**config.mk**
```make
export PLATFORM = sky130hd
export DESIGN_NAME = qsbd_lane
export DESIGN_NICKNAME = d
export VERILOG_FILES = /design/src/rtl/qsbd_pkg.sv /design/src/rtl/qsbd_lane.sv
export SDC_FILE = /design/constraint.sdc
export NUM_CORES = 2
export LEC_CHECK = 0
export BUFFER_PORTS_ARGS = -buffer_cell sky130_fd_sc_hd__buf_4
export CAP_MARGIN = 20
export CORE_MARGIN = 2
export CORE_UTILIZATION = 35
export DETAILED_ROUTE_END_ITERATION = 8
export PLACE_DENSITY_LB_ADDON = 0.12
export SKIP_CTS_REPAIR_TIMING = 1
export SYNTH_ARGS = -nofsm -noshare
export SYNTH_HDL_FRONTEND = slang
export SYNTH_SLANG_ARGS = --single-unit
```
**constraint.sdc**
```tcl
create_clock -name clk -period 6.5 [get_ports clk]
set_input_delay 0.65 -clock clk [delete_from_list [all_inputs] [get_ports clk]]
set_output_delay 0.65 -clock clk [all_outputs]
set_load 0.005 [all_outputs]
```
**src/rtl/qsbd_pkg.sv**
```systemverilog
`default_nettype none
package qsbd_pkg;

    // Field widths
    localparam int RxW     = 16;
    localparam int GainW   = 24;
    localparam int LlrW    = 16;
    localparam int CountW  = 4;
    localparam int ModeW   = 3;
    localparam int Lanes   = 8;

    // Internal datapath widths
    localparam int TermW   = 18;              // distance terms, Q2.13 with headroom
    localparam int NegW    = TermW + 1;       // negated term
    localparam int ProdW   = GainW + 1 + NegW; // gain times negated term
    localparam int ClampW  = 30;              // beyond this the result saturates anyway
    localparam int ScaleW  = 17;              // signed carrier for the output scale
    localparam int ScaledW = ClampW + ScaleW;
    localparam int RoundShift = 28;
    localparam int RoundedW = ScaledW - RoundShift;

    // Configuration register indexes
    localparam logic CFG_MODE = 1'b0;
    localparam logic CFG_GAIN = 1'b1;

    // Modulation codes
    localparam logic [ModeW-1:0] MODE_BPSK   = 3'd0;
    localparam logic [ModeW-1:0] MODE_QPSK   = 3'd1;
    localparam logic [ModeW-1:0] MODE_QAM16  = 3'd2;
    localparam logic [ModeW-1:0] MODE_QAM64  = 3'd3;
    localparam logic [ModeW-1:0] MODE_QAM256 = 3'd4;

    // Reset values of the registers
    localparam logic [ModeW-1:0] MODE_RESET = MODE_QPSK;
    localparam logic [GainW-1:0] GAIN_RESET = 24'd512;

    // Decision distances, Q2.13
    localparam logic signed [TermW-1:0] QAM16_D   = 18'sd5181;
    localparam logic signed [TermW-1:0] QAM64_D4  = 18'sd5056;
    localparam logic signed [TermW-1:0] QAM64_D2  = 18'sd2528;
    localparam logic signed [TermW-1:0] QAM256_D8 = 18'sd4230;
    localparam logic signed [TermW-1:0] QAM256_D4 = 18'sd2115;
    localparam logic signed [TermW-1:0] QAM256_D2 = 18'sd1058;

    // Output scales: 0.7071 in Q0.15 for QPSK, unity otherwise
    localparam logic [ScaleW-1:0] SCALE_QPSK  = 17'd23170;
    localparam logic [ScaleW-1:0] SCALE_UNITY = 17'd32768;

    // Valid bit counts
    localparam logic [CountW-1:0] COUNT_BPSK   = 4'd1;
    localparam logic [CountW-1:0] COUNT_QPSK   = 4'd2;
    localparam logic [CountW-1:0] COUNT_QAM16  = 4'd4;
    localparam logic [CountW-1:0] COUNT_QAM64  = 4'd6;
    localparam logic [CountW-1:0] COUNT_QAM256 = 4'd8;

    typedef struct packed {
        logic              valid;
        logic              qpsk;
        logic [CountW-1:0] bit_count;
    } ctrl_t;

endpackage
`default_nettype wire

```
**src/rtl/qsbd_lane.sv**
```systemverilog
`default_nettype none
module qsbd_lane
    import qsbd_pkg::*;
(
    input  wire logic                    clk,
    input  wire logic [GainW-1:0]        gain,
    input  wire logic signed [NegW-1:0]  negterm,
    input  wire logic                    qpsk,
    output logic signed [LlrW-1:0]       llr
);

    localparam logic signed [ClampW-1:0] ClampMax = {1'b0, {(ClampW-1){1'b1}}};
    localparam logic signed [ClampW-1:0] ClampMin = {1'b1, {(ClampW-1){1'b0}}};
    localparam logic signed [ScaledW-1:0] RoundHalf = ScaledW'(1) <<< (RoundShift - 1);
    localparam logic signed [RoundedW-1:0] LlrMax = RoundedW'(2**(LlrW-1) - 1);
    localparam logic signed [RoundedW-1:0] LlrMin = -RoundedW'(2**(LlrW-1));

    // Gain product
    logic signed [ProdW-1:0] prod_reg;
    logic                    qpsk_p1_reg;

    always_ff @(posedge clk)
    begin
        prod_reg    <= $signed({1'b0, gain}) * negterm;
        qpsk_p1_reg <= qpsk;
    end

    // Clamp the product; anything beyond the clamp saturates at the output
    logic signed [ClampW-1:0] clamp_next;
    logic signed [ClampW-1:0] clamp_reg;
    logic                     qpsk_p2_reg;
    logic                     fits;

    always_comb
    begin
        fits = (prod_reg[ProdW-1:ClampW-1] == '0) || (prod_reg[ProdW-1:ClampW-1] == '1);
        if (fits)
        begin
            clamp_next = prod_reg[ClampW-1:0];
        end
        else if (prod_reg[ProdW-1])
        begin
            clamp_next = ClampMin;
        end
        else
        begin
            clamp_next = ClampMax;
        end
    end

    always_ff @(posedge clk)
    begin
        clamp_reg   <= clamp_next;
        qpsk_p2_reg <= qpsk_p1_reg;
    end

    // Apply the output scale
    logic signed [ScaledW-1:0] scaled_reg;
    logic [ScaleW-1:0]         scale;

    assign scale = qpsk_p2_reg ? SCALE_QPSK : SCALE_UNITY;

    always_ff @(posedge clk)
    begin
        scaled_reg <= clamp_reg * $signed(scale);
    end

    // Round half up and saturate to Q8.8
    logic signed [ScaledW-1:0]  biased;
    logic signed [RoundedW-1:0] rounded;
    logic signed [LlrW-1:0]     llr_next;
    logic signed [LlrW-1:0]     llr_reg;

    always_comb
    begin
        biased  = scaled_reg + RoundHalf;
        rounded = biased[ScaledW-1:RoundShift];
        if (rounded > LlrMax)
        begin
            llr_next = LlrMax[LlrW-1:0];
        end
        else if (rounded < LlrMin)
        begin
            llr_next = LlrMin[LlrW-1:0];
        end
        else
        begin
            llr_next = rounded[LlrW-1:0];
        end
    end

    always_ff @(posedge clk)
    begin
        llr_reg <= llr_next;
    end

    assign llr = llr_reg;

endmodule
`default_nettype wire

```
==> flow_summary.yaml <==
worst_setup_path:
  path_max_fanout: 10
  required_ps: 6800
  end_kind: "flop"
  start_kind: "input port"
  reg2reg_from: "qpsk_p2_reg$_DFF_P_"
  cp_common_cell: "fa_1"
  reg2reg_to: "scaled_reg[44]$_DFF_P_"
  ff2ff_setup_slack_ps: 470
  rr_worst_depth: 23
  slowest_stage: "fa_1"
  arrival_ps: 6600
  cpPeakStageDelay_ps: 570
  critPathKind: "in -> reg"
  critical_path.cell_chain: "buf_4, buf_4, nand2_1, fa_1, inv_1, fa_1, fa_1, fa_1, fa_1, fa_1, fa_1, ha_4, a21oi_1, o21ai_1, a221o_1, a21oi_1, a21bo_2, a41oi_2, o21bai_2, a31oi_1, xnor2_1"
final_layout:
  antennaDiodeCount: 0
  largest_reg_flops: 44
  finalInstanceArea_sq_um: 28630
  layout_commonest_cell: "inv_1"
  fill_cells: 7286
  layout_common_cells: "inv_1, fa_1, ha_1"
  drive_above_1_share: 0.1092
  stdcell_count: 3844
  area_growth_syn_to_layout_pct: 12.94
  layout.nets: 3798
place:
  placedCellCount: 3828
  dp_hpwl_mm: 55.45
  gp_congestion: 0.8582
  numPortBuffers: 60
  dpl_cell_area_sq_um: 28240
detailed_routing:
  wire_per_inst_um: 15.99
  drc: 0
  ant_nets: 0
  postRouteWirelength_mm: 61.47
  vias_per_cell: 4.643
  firstDrtPassIters: 5
  vias: 17849
  drtIter0Drc: 590
global_routing:
  antenna_found_initial: 0
  grt_overflow: 0
  grt_max_degree: 35
  grt_usage: 0.1727
  grt_pass1_wl_mm: 103.9
  grt_pass1_vias: 19902
run:
  drv_cap: 0
hold_path:
  holdPathEnd: "qpsk_p2_reg$_DFF_P_"
  hold_start: "qpsk_p1_reg$_DFF_P_"
  min_path_type: "reg -> reg"
  min_path_cells: 0
cts:
  numCtsBuffers: 9
  cts_tree: "yes"
  clkSinkCount: 112
  clk_latency_ps: 370
  cts_root_buffer: "clkbuf_16"
  htreeDepth: 3
  clk_transition_reported_paths_ps: 80
  clk_path_buf_depth: 2
synth:
  yosys-top-cells-area: "fa_1, ha_1, inv_1, dfxtp_1, and2_1"
  synth_largest_area_cell: "fa_1"
  ys_ff_latch: 112
  ys.warnings.count: 0
  ys_types: 57
  synthArstFlopShare: 0
  synth_ff_type: "dfxtp_1"
  syn-cell-area_sq_um: 25350
  syn_inst: 2712
  synth_top_area_share: 0.3918
  seq_area_frac_synth: 0.08846
  avgSynthCellArea_sq_um: 9.346
  synth-edff-count: 0
die:
  die_h_um: 273.1
  io_pins: 61
  die-width_um: 273.1
  rows: 98
  die_area_sq_um: 74580
  start_util: 0.3539
  coreArea_sq_um: 71610
sta:
  finalHoldViolCount: 0
  skew_ps: 13.80
  drv_slew: 0
  max_clock_freq_mhz: 158.7
  worst_pin_slew_ps: 613.4
  rsz0062_at_grt: "yes"
  setup_viol: 0
  period_share: 0.9694
  maxSlewHeadroom: 0.5911
  min_period_ps: 6301
run_status:
  status: "completed"
==> synth_stat cells, types with 3 or more instances <==
library cell,number
o31ai_1,4
a31oi_1,8
inv_1,623
a41o_1,3
and3_1,17
o21a_1,10
o41ai_1,3
a21boi_0,3
o211a_1,3
a41oi_1,5
o21ai_2,10
dfxtp_1,112
nand3_1,23
nor2_1,32
xnor2_1,47
ha_1,367
a211o_1,3
o21bai_1,6
clkbuf_1,88
a221o_1,3
o21ai_0,40
nor3_1,11
nor2b_1,26
nand4_1,14
nor4_1,4
a21o_1,71
o211ai_1,4
nand2_1,281
nand2b_1,16
xor2_1,29
fa_1,496
a21oi_1,80
and2_1,234
and4_1,6
==> critical path, delay by kind of cell <==
kind / cells / cell delay [ps]
and+or+nand+nor: 1 / 100
adders and majority gates: 8 / 3780
xor gates and xnor gates: 1 / 130
buffers and inverters: 3 / 420
AOI/OAI and AO/OA: 8 / 1490
==> routing by layer <==
metal | wire length, um | global-route usage
met5 | 0 | 0
met4 | 897 | 0.03379
met3 | 1599 | 0.01459
met2 | 30410 | 0.3071
met1 | 28560 | 0.2295
==> logic make-up (layout without fill, tap and decap cells) <==
family | after synthesis | count (layout) | share of synthesized area
compound gates | 270 | 270 | 0.07010
mux | 1 | 1 | 0.0003949
buf+inv | 717 | 897 | 0.1067
simple gates | 671 | 671 | 0.1348
xor+xnor | 76 | 76 | 0.02626
flops | 112 | 112 | 0.08846
other cells | 2 | 4 | 0.0002963
fa+ha+maj | 863 | 863 | 0.5729
==> metrics by stage <==
stage / hold slack (ps) / TNS [ps] / setup WS [ps] / utilization
6_report: 336.9 / 0 / 198.9 / 0.3997
4_1_cts: 343.7 / 0 / 30.33 / 0.3981
3_3_place_gp: 313.4 / -2572 / -336.2 / 0.3944
2_1_floorplan: 309.6 / 0 / 2.582 / -
3_5_place_dp: 313.5 / -3188 / -376.0 / 0.3944
5_1_grt: 346.3 / -56.54 / -56.54 / 0.3997
==> area by class of cell <==
cell class              instances  area [sq um]  area share
multi-input cells            1885         20540      0.7175
inverters                     624          2342     0.08183
flip-flops and latches        112          2242     0.07833
repair buffers                258          2048     0.07155
well taps                     950          1189     0.04152
clock buffers                  11         232.7    0.008130
clock inverters                 4         31.28    0.001093
==> worst max path at each step <==
stage	start	endpoint	slack [ps]	depth (start not counted)
2_1_floorplan	gain[20]	prod_reg[38]$_DFF_P_	3	22
3_3_place_gp	negterm[4]	prod_reg[43]$_DFF_P_	-340	24
3_5_place_dp	negterm[4]	prod_reg[43]$_DFF_P_	-380	24
4_1_cts	negterm[4]	prod_reg[43]$_DFF_P_	30	24
5_1_grt	gain[13]	prod_reg[43]$_DFF_P_	-60	22
6_report	gain[8]	prod_reg[37]$_DFF_P_	200	21
Power is not shown: default switching activity piles up to over one toggle a cycle in this logic, so the estimate is an artifact.
