### config.mk
export PLATFORM = sky130hd
export DESIGN_NAME = qsbd_term
export DESIGN_NICKNAME = d
export VERILOG_FILES = /design/src/rtl/qsbd_pkg.sv /design/src/rtl/qsbd_term.sv
export SDC_FILE = /design/constraint.sdc
export NUM_CORES = 1
export LEC_CHECK = 0
export BUFFER_PORTS_ARGS = -buffer_cell sky130_fd_sc_hd__buf_2
export CAP_MARGIN = 20
export CORE_MARGIN = 2
export CORE_UTILIZATION = 53
export CTS_CLUSTER_SIZE = 25
export DETAILED_ROUTE_END_ITERATION = 7
export PLACE_DENSITY = 0.78
export SYNTH_ARGS = -nofsm -noshare
export SYNTH_HDL_FRONTEND = slang
export SYNTH_SLANG_ARGS = --single-unit
export TNS_END_PERCENT = 5
### constraint.sdc
create_clock -name clk -period 9.1 [get_ports clk]
set_input_delay 0 -clock clk [delete_from_list [all_inputs] [get_ports clk]]
set_output_delay 0 -clock clk [all_outputs]
set_load 0.005 [all_outputs]
### src/rtl/qsbd_pkg.sv
`default_nettype none
package qsbd_pkg;

    // Field widths
    localparam int RxW     = 16;
    localparam int GainW   = 24;
    localparam int LlrW    = 16;
    localparam int CountW  = 4;
    localparam int ModeW   = 3;
    localparam int Lanes   = 8;

    // Internal datapath widths
    localparam int TermW   = 18;              // distance terms, Q2.13 with headroom
    localparam int NegW    = TermW + 1;       // negated term
    localparam int ProdW   = GainW + 1 + NegW; // gain times negated term
    localparam int ClampW  = 30;              // beyond this the result saturates anyway
    localparam int ScaleW  = 17;              // signed carrier for the output scale
    localparam int ScaledW = ClampW + ScaleW;
    localparam int RoundShift = 28;
    localparam int RoundedW = ScaledW - RoundShift;

    // Configuration register indexes
    localparam logic CFG_MODE = 1'b0;
    localparam logic CFG_GAIN = 1'b1;

    // Modulation codes
    localparam logic [ModeW-1:0] MODE_BPSK   = 3'd0;
    localparam logic [ModeW-1:0] MODE_QPSK   = 3'd1;
    localparam logic [ModeW-1:0] MODE_QAM16  = 3'd2;
    localparam logic [ModeW-1:0] MODE_QAM64  = 3'd3;
    localparam logic [ModeW-1:0] MODE_QAM256 = 3'd4;

    // Reset values of the registers
    localparam logic [ModeW-1:0] MODE_RESET = MODE_QPSK;
    localparam logic [GainW-1:0] GAIN_RESET = 24'd512;

    // Decision distances, Q2.13
    localparam logic signed [TermW-1:0] QAM16_D   = 18'sd5181;
    localparam logic signed [TermW-1:0] QAM64_D4  = 18'sd5056;
    localparam logic signed [TermW-1:0] QAM64_D2  = 18'sd2528;
    localparam logic signed [TermW-1:0] QAM256_D8 = 18'sd4230;
    localparam logic signed [TermW-1:0] QAM256_D4 = 18'sd2115;
    localparam logic signed [TermW-1:0] QAM256_D2 = 18'sd1058;

    // Output scales: 0.7071 in Q0.15 for QPSK, unity otherwise
    localparam logic [ScaleW-1:0] SCALE_QPSK  = 17'd23170;
    localparam logic [ScaleW-1:0] SCALE_UNITY = 17'd32768;

    // Valid bit counts
    localparam logic [CountW-1:0] COUNT_BPSK   = 4'd1;
    localparam logic [CountW-1:0] COUNT_QPSK   = 4'd2;
    localparam logic [CountW-1:0] COUNT_QAM16  = 4'd4;
    localparam logic [CountW-1:0] COUNT_QAM64  = 4'd6;
    localparam logic [CountW-1:0] COUNT_QAM256 = 4'd8;

    typedef struct packed {
        logic              valid;
        logic              qpsk;
        logic [CountW-1:0] bit_count;
    } ctrl_t;

endpackage
`default_nettype wire

### src/rtl/qsbd_term.sv
`default_nettype none
module qsbd_term
    import qsbd_pkg::*;
(
    input  wire logic                    clk,
    input  wire logic                    rst_n,
    input  wire logic                    in_valid,
    input  wire logic signed [RxW-1:0]   rx_i,
    input  wire logic signed [RxW-1:0]   rx_q,
    input  wire logic [ModeW-1:0]        mode,
    input  wire logic [GainW-1:0]        gain,
    output ctrl_t                        ctrl,
    output logic [GainW-1:0]             gain_out,
    output logic signed [NegW-1:0]       negterm [Lanes]
);

    function automatic logic signed [TermW-1:0] abs_term(input logic signed [TermW-1:0] t);
        abs_term = t[TermW-1] ? -t : t;
    endfunction

    // Capture stage
    logic                   valid_s1_reg;
    logic signed [RxW-1:0]  ri_s1_reg;
    logic signed [RxW-1:0]  rq_s1_reg;
    logic [ModeW-1:0]       mode_s1_reg;
    logic [GainW-1:0]       gain_s1_reg;

    always_ff @(posedge clk or negedge rst_n)
    begin
        if (!rst_n)
        begin
            valid_s1_reg <= 1'b0;
        end
        else
        begin
            valid_s1_reg <= in_valid;
        end
    end

    always_ff @(posedge clk)
    begin
        ri_s1_reg   <= rx_i;
        rq_s1_reg   <= rx_q;
        mode_s1_reg <= mode;
        gain_s1_reg <= gain;
    end

    // Pick the distances for the mode
    logic signed [TermW-1:0] d1, d2, d3;

    always_comb
    begin
        d1 = '0;
        d2 = '0;
        d3 = '0;
        case (mode_s1_reg)
            MODE_QAM16:
            begin
                d1 = QAM16_D;
            end
            MODE_QAM64:
            begin
                d1 = QAM64_D4;
                d2 = QAM64_D2;
            end
            MODE_QAM256:
            begin
                d1 = QAM256_D8;
                d2 = QAM256_D4;
                d3 = QAM256_D2;
            end
            default:
            begin
                d1 = '0;
            end
        endcase
    end

    // Run the distance recurrence on both axes
    logic signed [TermW-1:0] ti [4];
    logic signed [TermW-1:0] tq [4];

    always_comb
    begin
        ti[0] = TermW'(ri_s1_reg);
        tq[0] = TermW'(rq_s1_reg);
        ti[1] = d1 - abs_term(ti[0]);
        tq[1] = d1 - abs_term(tq[0]);
        ti[2] = d2 - abs_term(ti[1]);
        tq[2] = d2 - abs_term(tq[1]);
        ti[3] = d3 - abs_term(ti[2]);
        tq[3] = d3 - abs_term(tq[2]);
    end

    // Place the terms on lanes, I bits first
    logic signed [TermW-1:0] lane_term [Lanes];
    ctrl_t                   ctrl_next;

    always_comb
    begin
        for (int k = 0; k < Lanes; k++)
        begin
            lane_term[k] = '0;
        end
        ctrl_next.valid = valid_s1_reg;
        ctrl_next.qpsk  = 1'b0;
        case (mode_s1_reg)
            MODE_BPSK:
            begin
                lane_term[0] = ti[0];
                ctrl_next.bit_count = COUNT_BPSK;
            end
            MODE_QAM16:
            begin
                lane_term[0] = ti[0];
                lane_term[1] = ti[1];
                lane_term[2] = tq[0];
                lane_term[3] = tq[1];
                ctrl_next.bit_count = COUNT_QAM16;
            end
            MODE_QAM64:
            begin
                lane_term[0] = ti[0];
                lane_term[1] = ti[1];
                lane_term[2] = ti[2];
                lane_term[3] = tq[0];
                lane_term[4] = tq[1];
                lane_term[5] = tq[2];
                ctrl_next.bit_count = COUNT_QAM64;
            end
            MODE_QAM256:
            begin
                for (int k = 0; k < 4; k++)
                begin
                    lane_term[k]     = ti[k];
                    lane_term[k + 4] = tq[k];
                end
                ctrl_next.bit_count = COUNT_QAM256;
            end
            default:
            begin
                // QPSK and the spare codes
                lane_term[0] = ti[0];
                lane_term[1] = tq[0];
                ctrl_next.qpsk = 1'b1;
                ctrl_next.bit_count = COUNT_QPSK;
            end
        endcase
    end

    // Term stage register
    ctrl_t                   ctrl_reg;
    logic [GainW-1:0]        gain_s2_reg;
    logic signed [NegW-1:0]  negterm_reg [Lanes];

    always_ff @(posedge clk or negedge rst_n)
    begin
        if (!rst_n)
        begin
            ctrl_reg <= '0;
        end
        else
        begin
            ctrl_reg <= ctrl_next;
        end
    end

    always_ff @(posedge clk)
    begin
        gain_s2_reg <= gain_s1_reg;
        for (int k = 0; k < Lanes; k++)
        begin
            negterm_reg[k] <= -NegW'(lane_term[k]);
        end
    end

    assign ctrl     = ctrl_reg;
    assign gain_out = gain_s2_reg;
    assign negterm  = negterm_reg;

endmodule
`default_nettype wire

==> results of run 1 <==
-- metal layers --
metal	track usage, %	wire length, um
met1	38.52	20460
met2	57.48	24970
met3	4.543	3249
met4	15.32	2606
met5	0	0
-- synthesized netlist by cell type, drive strengths merged, types with 8 or more instances --
cell       n
a21o      21
o211a      9
nor2     155
or4       13
nor2b     14
o2111ai    9
o21bai     8
clkbuf    74
nor3b      9
nor4      24
and2      11
a211oi    15
o21a      26
a21oi    110
nand2    165
a22oi     32
nor3      61
o22ai     18
o32ai      9
dfxtp    235
and3      27
xor2     113
buf       14
o31ai     16
or3       36
mux2i     10
xnor2    133
inv       59
o211ai    17
ha        63
mux2       9
nand2b    24
nand4     19
o21ai     91
a31oi     25
or2       17
nand3     57
a2111oi    9
a211o      9
-- where the power goes --
group | switching [mW] | internal, mW | total, mW
logic | 1.23 | 0.810 | 2.04
clock network | 0.427 | 0.637 | 1.06
registers | 0.0656 | 1.25 | 1.32
total | 1.72 | 2.70 | 4.42
-- how the worst max path moves through the flow --
stage                   startpoint           to  slack [ns]  cells past startpoint
finish              mode_s1_reg[2]  negterm[86]        0.55                     29
global route          ri_s1_reg[0]  negterm[92]        0.07                     32
floorplan           mode_s1_reg[1]  negterm[86]        0.06                     38
CTS                 mode_s1_reg[2]  negterm[93]        0.51                     30
global placement    mode_s1_reg[2]  negterm[86]        0.70                     28
detailed placement  mode_s1_reg[2]  negterm[93]        0.50                     30
-- layout make-up --
cell class / count / area, um2
clock buffers: 35 / 721.9
clock inverters: 9 / 142.6
fillers: 2465 / 9915
inverters: 65 / 244.0
multi-input cells: 1508 / 10260
flip-flops and latches: 242 / 4880
well taps: 384 / 480.5
repair buffers: 365 / 2287
-- through the flow --
stage | cell area, um2 | setup WS, ns | hold WS [ns] | instances
5_1_grt | 19020 | 0.06734 | 0.08638 | 2608
4_1_cts | 18990 | 0.5065 | 0.06276 | 2608
6_report | 19020 | 0.5545 | 0.08912 | 2608
3_3_place_gp | 17510 | 0.7003 | -0.1631 | 2502
3_5_place_dp | 17510 | 0.5027 | -0.1627 | 2502
2_1_floorplan | 15710 | 0.06034 | -0.2956 | 1903
-- critical path: cells and delay by family (launching register included) --
| kind | cells | cell delay (ns) |
|---|---|---|
| buffers and inverters | 2 | 0.56 |
| muxes | 1 | 0.48 |
| adders and majority gates | 3 | 1.19 |
| AOI/OAI and AO/OA | 11 | 2.69 |
| xor gates and xnor gates | 3 | 0.45 |
| and+or+nand+nor | 9 | 2.64 |
| DFF | 1 | 0.39 |
-- repair_timing --
action / in CTS / in global routing
hold endpoints to repair: 67 / 0
endpoints found under the setup margin: 0 / 11
hold buffers: 62 / 0
gates resized for setup: 0 / 8
-- cell families (layout without fill, tap and decap cells) --
logic type	after synthesis	in the layout	synth area share [%]
XOR/XNOR	247	247	13.97
multiplexers	19	19	1.284
flip-flops	242	242	31.11
AND/OR/NAND/NOR	662	662	21.29
adder cells (fa/ha/maj)	69	69	5.790
AO/OA/AOI/OAI	511	511	22.84
buffers and inverters	153	474	3.717
==> metrics.md, run 1 <==
| Metric | Value |
|---|---|
| Vias in the first global route | about 16000 |
| Cell area power density | ~230 nW/um2 |
| Final #Nets | between 2000 and 2500 |
| Mean Syn Cell Area | just over 8 um2 |
| Gate Count Post-Synth | between 1500 and 2000 |
| Drc violations | 0 |
| Max FFs per register | 152 |
| Crit Reg-Reg Startpoint | mode_s1_reg[2] |
| Overall Power | about 4.4 mW |
| ANT cells | 0 |
| Async SR Flop Fraction | a little under 3% |
| Initial detailed-routing violation count | about 1200 |
| Post CTS Setup Buffer Count | 0 |
| Commonest non-fill, non-tap cell in the layout | buf_2 |
| Drt pass-1 iters | 5 |
| Max Slew Vio Count | 0 |
| Overall routing resource usage | 32.40% |
| Relative slew slack | 30.88% |
| Mean routed wirelength per cell | 19.66 um |
| Hold_sp | gain[1] |
| Clk sink count | around 240 |
| Die area | ~31000 um2 |
| Unrepaired setup endpoints after global routing | no |
| Detailed-route wire length | between 50 and 60 mm |
| Share of cells above drive strength 1 | a little under a fifth |
| Synth Cell Area | about 16000 um2 |
| Synthesized flop and latch total | between 200 and 250 |
| Yosys warns | 0 |
| Antenna violations before repair | 0 |
| HPWL Detailed | 38.82 mm |
| Count of final setup violators | 0 |
| Crit path capture type | flop |
| Worst-path fanout max | 9 |
| # rows | just over 60 |
| Slowest-stage cell, CP | or4_4 |
| Via Count | between 15000 and 20000 |
| Post-synth top area cell | dfxtp_1 |
| CP required | 9.54 ns |
| Clock Tree Root | clkbuf_16 |
| Least-Margin Pin Slew | between 1 and 1.5 ns |
| Critical Path AT | 8.99 ns |
| Fmax | 117.0 MHz |
| Placer Congestion | about 0.93 |
| Leakage | 8.036 nW |
| CTS Buffer Depth | 3 |
| Post-Syn Nets | roughly 2000 |
| Setup Skew | 0.01446 ns |
| Synth unique cells | 95 |
| Commonest cells after routing, fill and taps aside | 243 x buf_2, 235 x dfxtp_1, 163 x nand2_1 |
| Final Hold Viols | 0 |
| Final period util | around 94% |
| Area Growth Syn to Fin | 21.25% |
| Initial Util | a little over half |
| H-tree Lvls | 1 |
| Sequential area share after synthesis | between 30 and 40% |
| Area contributors post-synth | dfxtp_1 30%, xnor2_1 7.4%, xor2_1 6.3% |
| Peak supply drop | around 0.14 mV |
| Critical R2R Capture | negterm[86] |
| Post-route ant nets | 0 |
| End of the worst hold path | gain_s1_reg[1] |
| Post-synth EDFFs | 0 |
| Area share of the largest cell type after synthesis | 29.99% |
| WHS Path Cells | 2 |
| HP Class | in -> reg |
| # port buffers | 243 |
| Finished Core Util | about two thirds |
| GRT overflow | 0 |
| Status | complete, no violations |
| I/O pins | about 240 |
| DIE WIDTH | roughly 180 um |
| Reg2Reg Depth | 29 |
| Worst Path Class, Setup | reg -> reg |
| Die Ht | 176.0 um |
| Floorplan Core Area | 28940 um2 |
| Most frequent cell on the critical path | xnor2_1 |
| # Max-Cap Violations | 0 |
| FF-to-FF setup slack | roughly 0.55 ns |
| Largest net degree at the start of global routing | 68 |
| CTS tree | done |
| Via density | approximately 6.1 |
| First-pass GRT wire length | about 80 mm |
| Reg clk slew, reported paths | about 0.070 ns |
| Total negative slack | 0 ns |
| Ys flop type | dfxtp_1 |
| Worst skew pair latency | roughly 0.54 ns |
| Clock buffer count from CTS | 24 |
| Largest stage delay, worst path | between 0.5 and 0.6 ns |
| Startpoint types | flop |
| Shortest period the worst path allows | 8.546 ns |
No activity file was read; power rests on OpenSTA's default activity.
==> run 2: changes to the inputs <==
CORE_UTILIZATION = 58   (was 53)
PLACE_DENSITY = 0.81   (was 0.78)
clock period = 9.4 ns   (was 9.1 ns; I/O delays follow)
==> run 2 against run 1 <==
Net effect: fmax down 4.2%; utilization up 4.8 points; hold slack worse by 0.014 ns; critical path depth unchanged; via count up 0.63%; die area down 8.4%; largest power group unchanged; sequential share of layout area up 0.25 points; non-clock buffer count down 5; total power down 4.8%; critical path type unchanged; sequential power down 3%; setup slack worse by 0.078 ns.
==> metrics.md, run 2 (synthesis results as in run 1) <==
| Metric | Value |
|---|---|
| Drc violations | 0 (unchanged) |
| Vias in the first global route | 15220 (-2.1%) |
| Logic pwr share | 46.5% (+0.3 points) |
| NetSw | 1.652 mW (-4.1%) |
| Shortest period the worst path allows | 8.923 ns (+0.3776 ns) |
| Sequential share of power | 30.3% (+0.5 points) |
| Finished Layout Cells | 2559 (-1.9%) |
| Worst Path Buf+Inv | 4 (+2) |
| Status | complete, no violations |
| Via density | 6.217 (+2.6%) |
| Largest stage delay, worst path | 0.58 ns (about the same) |
| CTS Buffer Depth | 3 (unchanged) |
| Crit path capture type | flop |
| First-pass GRT wire length | 80.20 mm (-1.1%) |
| Floorplan Core Area | 26730 um2 (-7.6%) |
| Die Ht | 168.5 um (-4.3%) |
| H-tree Lvls | 1 (unchanged) |
| Final #Nets | 2332 (-0.21%) |
| Slowest-stage cell, CP | or4_1 |
| CP required | 9.82 ns (+0.28 ns) |
| # Max-Cap Violations | 0 (unchanged) |
| Startpoint types | flop |
| Count of final setup violators | 0 (unchanged) |
| Cell count after placement | 2452 (-2.0%) |
| Worst Path Class, Setup | reg -> reg |
| Share of cells above drive strength 1 | 18.08% (-0.54 points) |
| Clock buffer count from CTS | 24 (unchanged) |
| I/O pins | 244 (unchanged) |
| Cell area power density | 223.3 nW/um2 (-3.9%) |
| GRT overflow | 0 (unchanged) |
| Mean routed wirelength per cell | 20.22 um (+2.9%) |
| HP Class | in -> reg |
| Fillers | 2115 (-14%) |
| Drt pass-1 iters | 7 (+2) |
| Area Growth Syn to Fin | 20.10% |
| Largest net degree at the start of global routing | 50 (-26%) |
| DIE WIDTH | 168.5 um (-4.3%) |
| Die area | 28380 um2 (-8.4%) |
| Via Count | 15910 (+0.63%) |
| Placer Congestion | 0.9862 (+6.1%) |
| Switching share of power | 39.27% (+0.30 points) |
| # rows | 60 (-3.2%) |
| Reg clk slew, reported paths | 0.06 ns (about the same) |
| Clk sink count | 242 (unchanged) |
| ANT cells | 0 (unchanged) |
| CTS tree | done |
| Critical Path AT | 9.34 ns (+0.35 ns) |
| Most frequent cell on the critical path | xnor2_1 |
| CP top delay family | simple AND/OR/NAND/NOR gates |
| Leakage | 7.984 nW (-0.65%) |
| Relative slew slack | 38.99% (+8.1 points) |
| Clock Tree Root | clkbuf_16 |
| Setup Skew | 0.02001 ns (+0.005546 ns) |
| Peak supply drop | 0.1531 mV (+6.2%) |
| Final period util | 94.93% (+1.0 points) |
| Final Hold Viols | 0 (unchanged) |
| Max FFs per register | 152 (unchanged) |
| Post-route ant nets | 0 (unchanged) |
| Antenna violations before repair | 0 (unchanged) |
| Clock power frac | 23.1% (-1.0 points) |
| Commonest cells after routing, fill and taps aside | 243 x buf_2, 235 x dfxtp_1, 163 x nand2_1 |
| Commonest non-fill, non-tap cell in the layout | buf_2 |
| Detailed-route wire length | 51.75 mm (+0.92%) |
| HPWL Detailed | 38.66 mm (-0.39%) |
| Cell-internal power | 2.555 mW (-5.3%) |
| Max Slew Vio Count | 0 (unchanged) |
| Worst skew pair latency | 0.55 ns (about the same) |
| Fmax | 112.1 MHz (-4.2%) |
| Initial detailed-routing violation count | 1393 (+14%) |
| Overall Power | 4.207 mW (-4.8%) |
| Worst-path fanout max | 20 (+11) |
| Least-Margin Pin Slew | 0.9086 ns (-0.1234 ns) |
| Initial Util | 58.70% (+4.5 points) |
| Overall routing resource usage | 35.14% (+2.7 points) |
| # port buffers | 243 (unchanged) |
[run 2: power groups by stage]
stage / clock (mW) / combinational, mW / sequential, mW
3_3_place_gp: 0 / 1.87 / 1.29
5_1_grt: 1.02 / 2.13 / 1.29
4_1_cts: 0.987 / 1.92 / 1.28
3_5_place_dp: 0 / 1.89 / 1.29
6_report: 0.973 / 1.96 / 1.28
2_1_floorplan: 0 / 1.28 / 1.30
[run 2: path summary, 6_finish.rpt]
check	startpoint	endpoint	slack, ns	cells past startpoint
max	mode_s1_reg[2]	negterm[93]	0.48	29
min	gain[18]	gain_s1_reg[18]	0.08	2
max reg2reg	mode_s1_reg[2]	negterm[93]	0.48	29
min reg2reg	gain_s1_reg[21]	gain_out[21]	0.33	0
max in group asynchronous	rst_n	ctrl[3]	8.69	3
min in group asynchronous	rst_n	ctrl[5]	0.43	3
[run 2: worst reg2reg max path: cells and delay by family, from the launching register on]
family	cells	cell delay, ns
buffers and inverters	4	0.95
and+or+nand+nor	10	3.03
xor gates and xnor gates	3	0.36
adders and majority gates	2	0.94
DFF	1	0.41
muxes	1	0.43
AOI/OAI and AO/OA	9	2.69
[run 2: layout make-up]
cell class,count,area (um2),share of cell area [%]
clock buffers,34,698.2,3.706
clock inverters,9,108.9,0.5778
inverters,65,244.0,1.295
multi-input cells,1508,10230,54.32
flip-flops and latches,242,4880,25.90
well taps,341,426.7,2.265
repair buffers,360,2250,11.94
[run 2: repair_timing]
action	in CTS	in global routing
setup buffers	0	2
endpoints found under the hold margin	67	0
endpoints found under the setup margin	0	9
hold buffers	62	0
gates resized for setup	0	1
[run 2: metrics by stage]
step	setup slack (ns)	utilization, %	cell area [um2]	TNS, ns	hold slack, ns
3_3_place_gp	0.7569	65.09	17400	0	-0.1539
2_1_floorplan	0.08617	-	15700	0	-0.2956
6_report	0.4769	70.50	18840	0	0.07501
3_5_place_dp	0.5827	65.09	17400	0	-0.1543
5_1_grt	-0.001133	70.50	18840	-0.001133	0.06668
4_1_cts	0.5186	70.43	18820	0	0.06264
[run 2: routing by layer]
layer,wire length (um),up-vias,part of all wire (%),track usage (%)
li1,-,7525,-,-
met1,19740,7488,38,41.35
met2,25320,728,49,62.77
met3,4022,168,7.8,5.448
met4,2666,0,5.2,16.60
met5,0,-,0,0
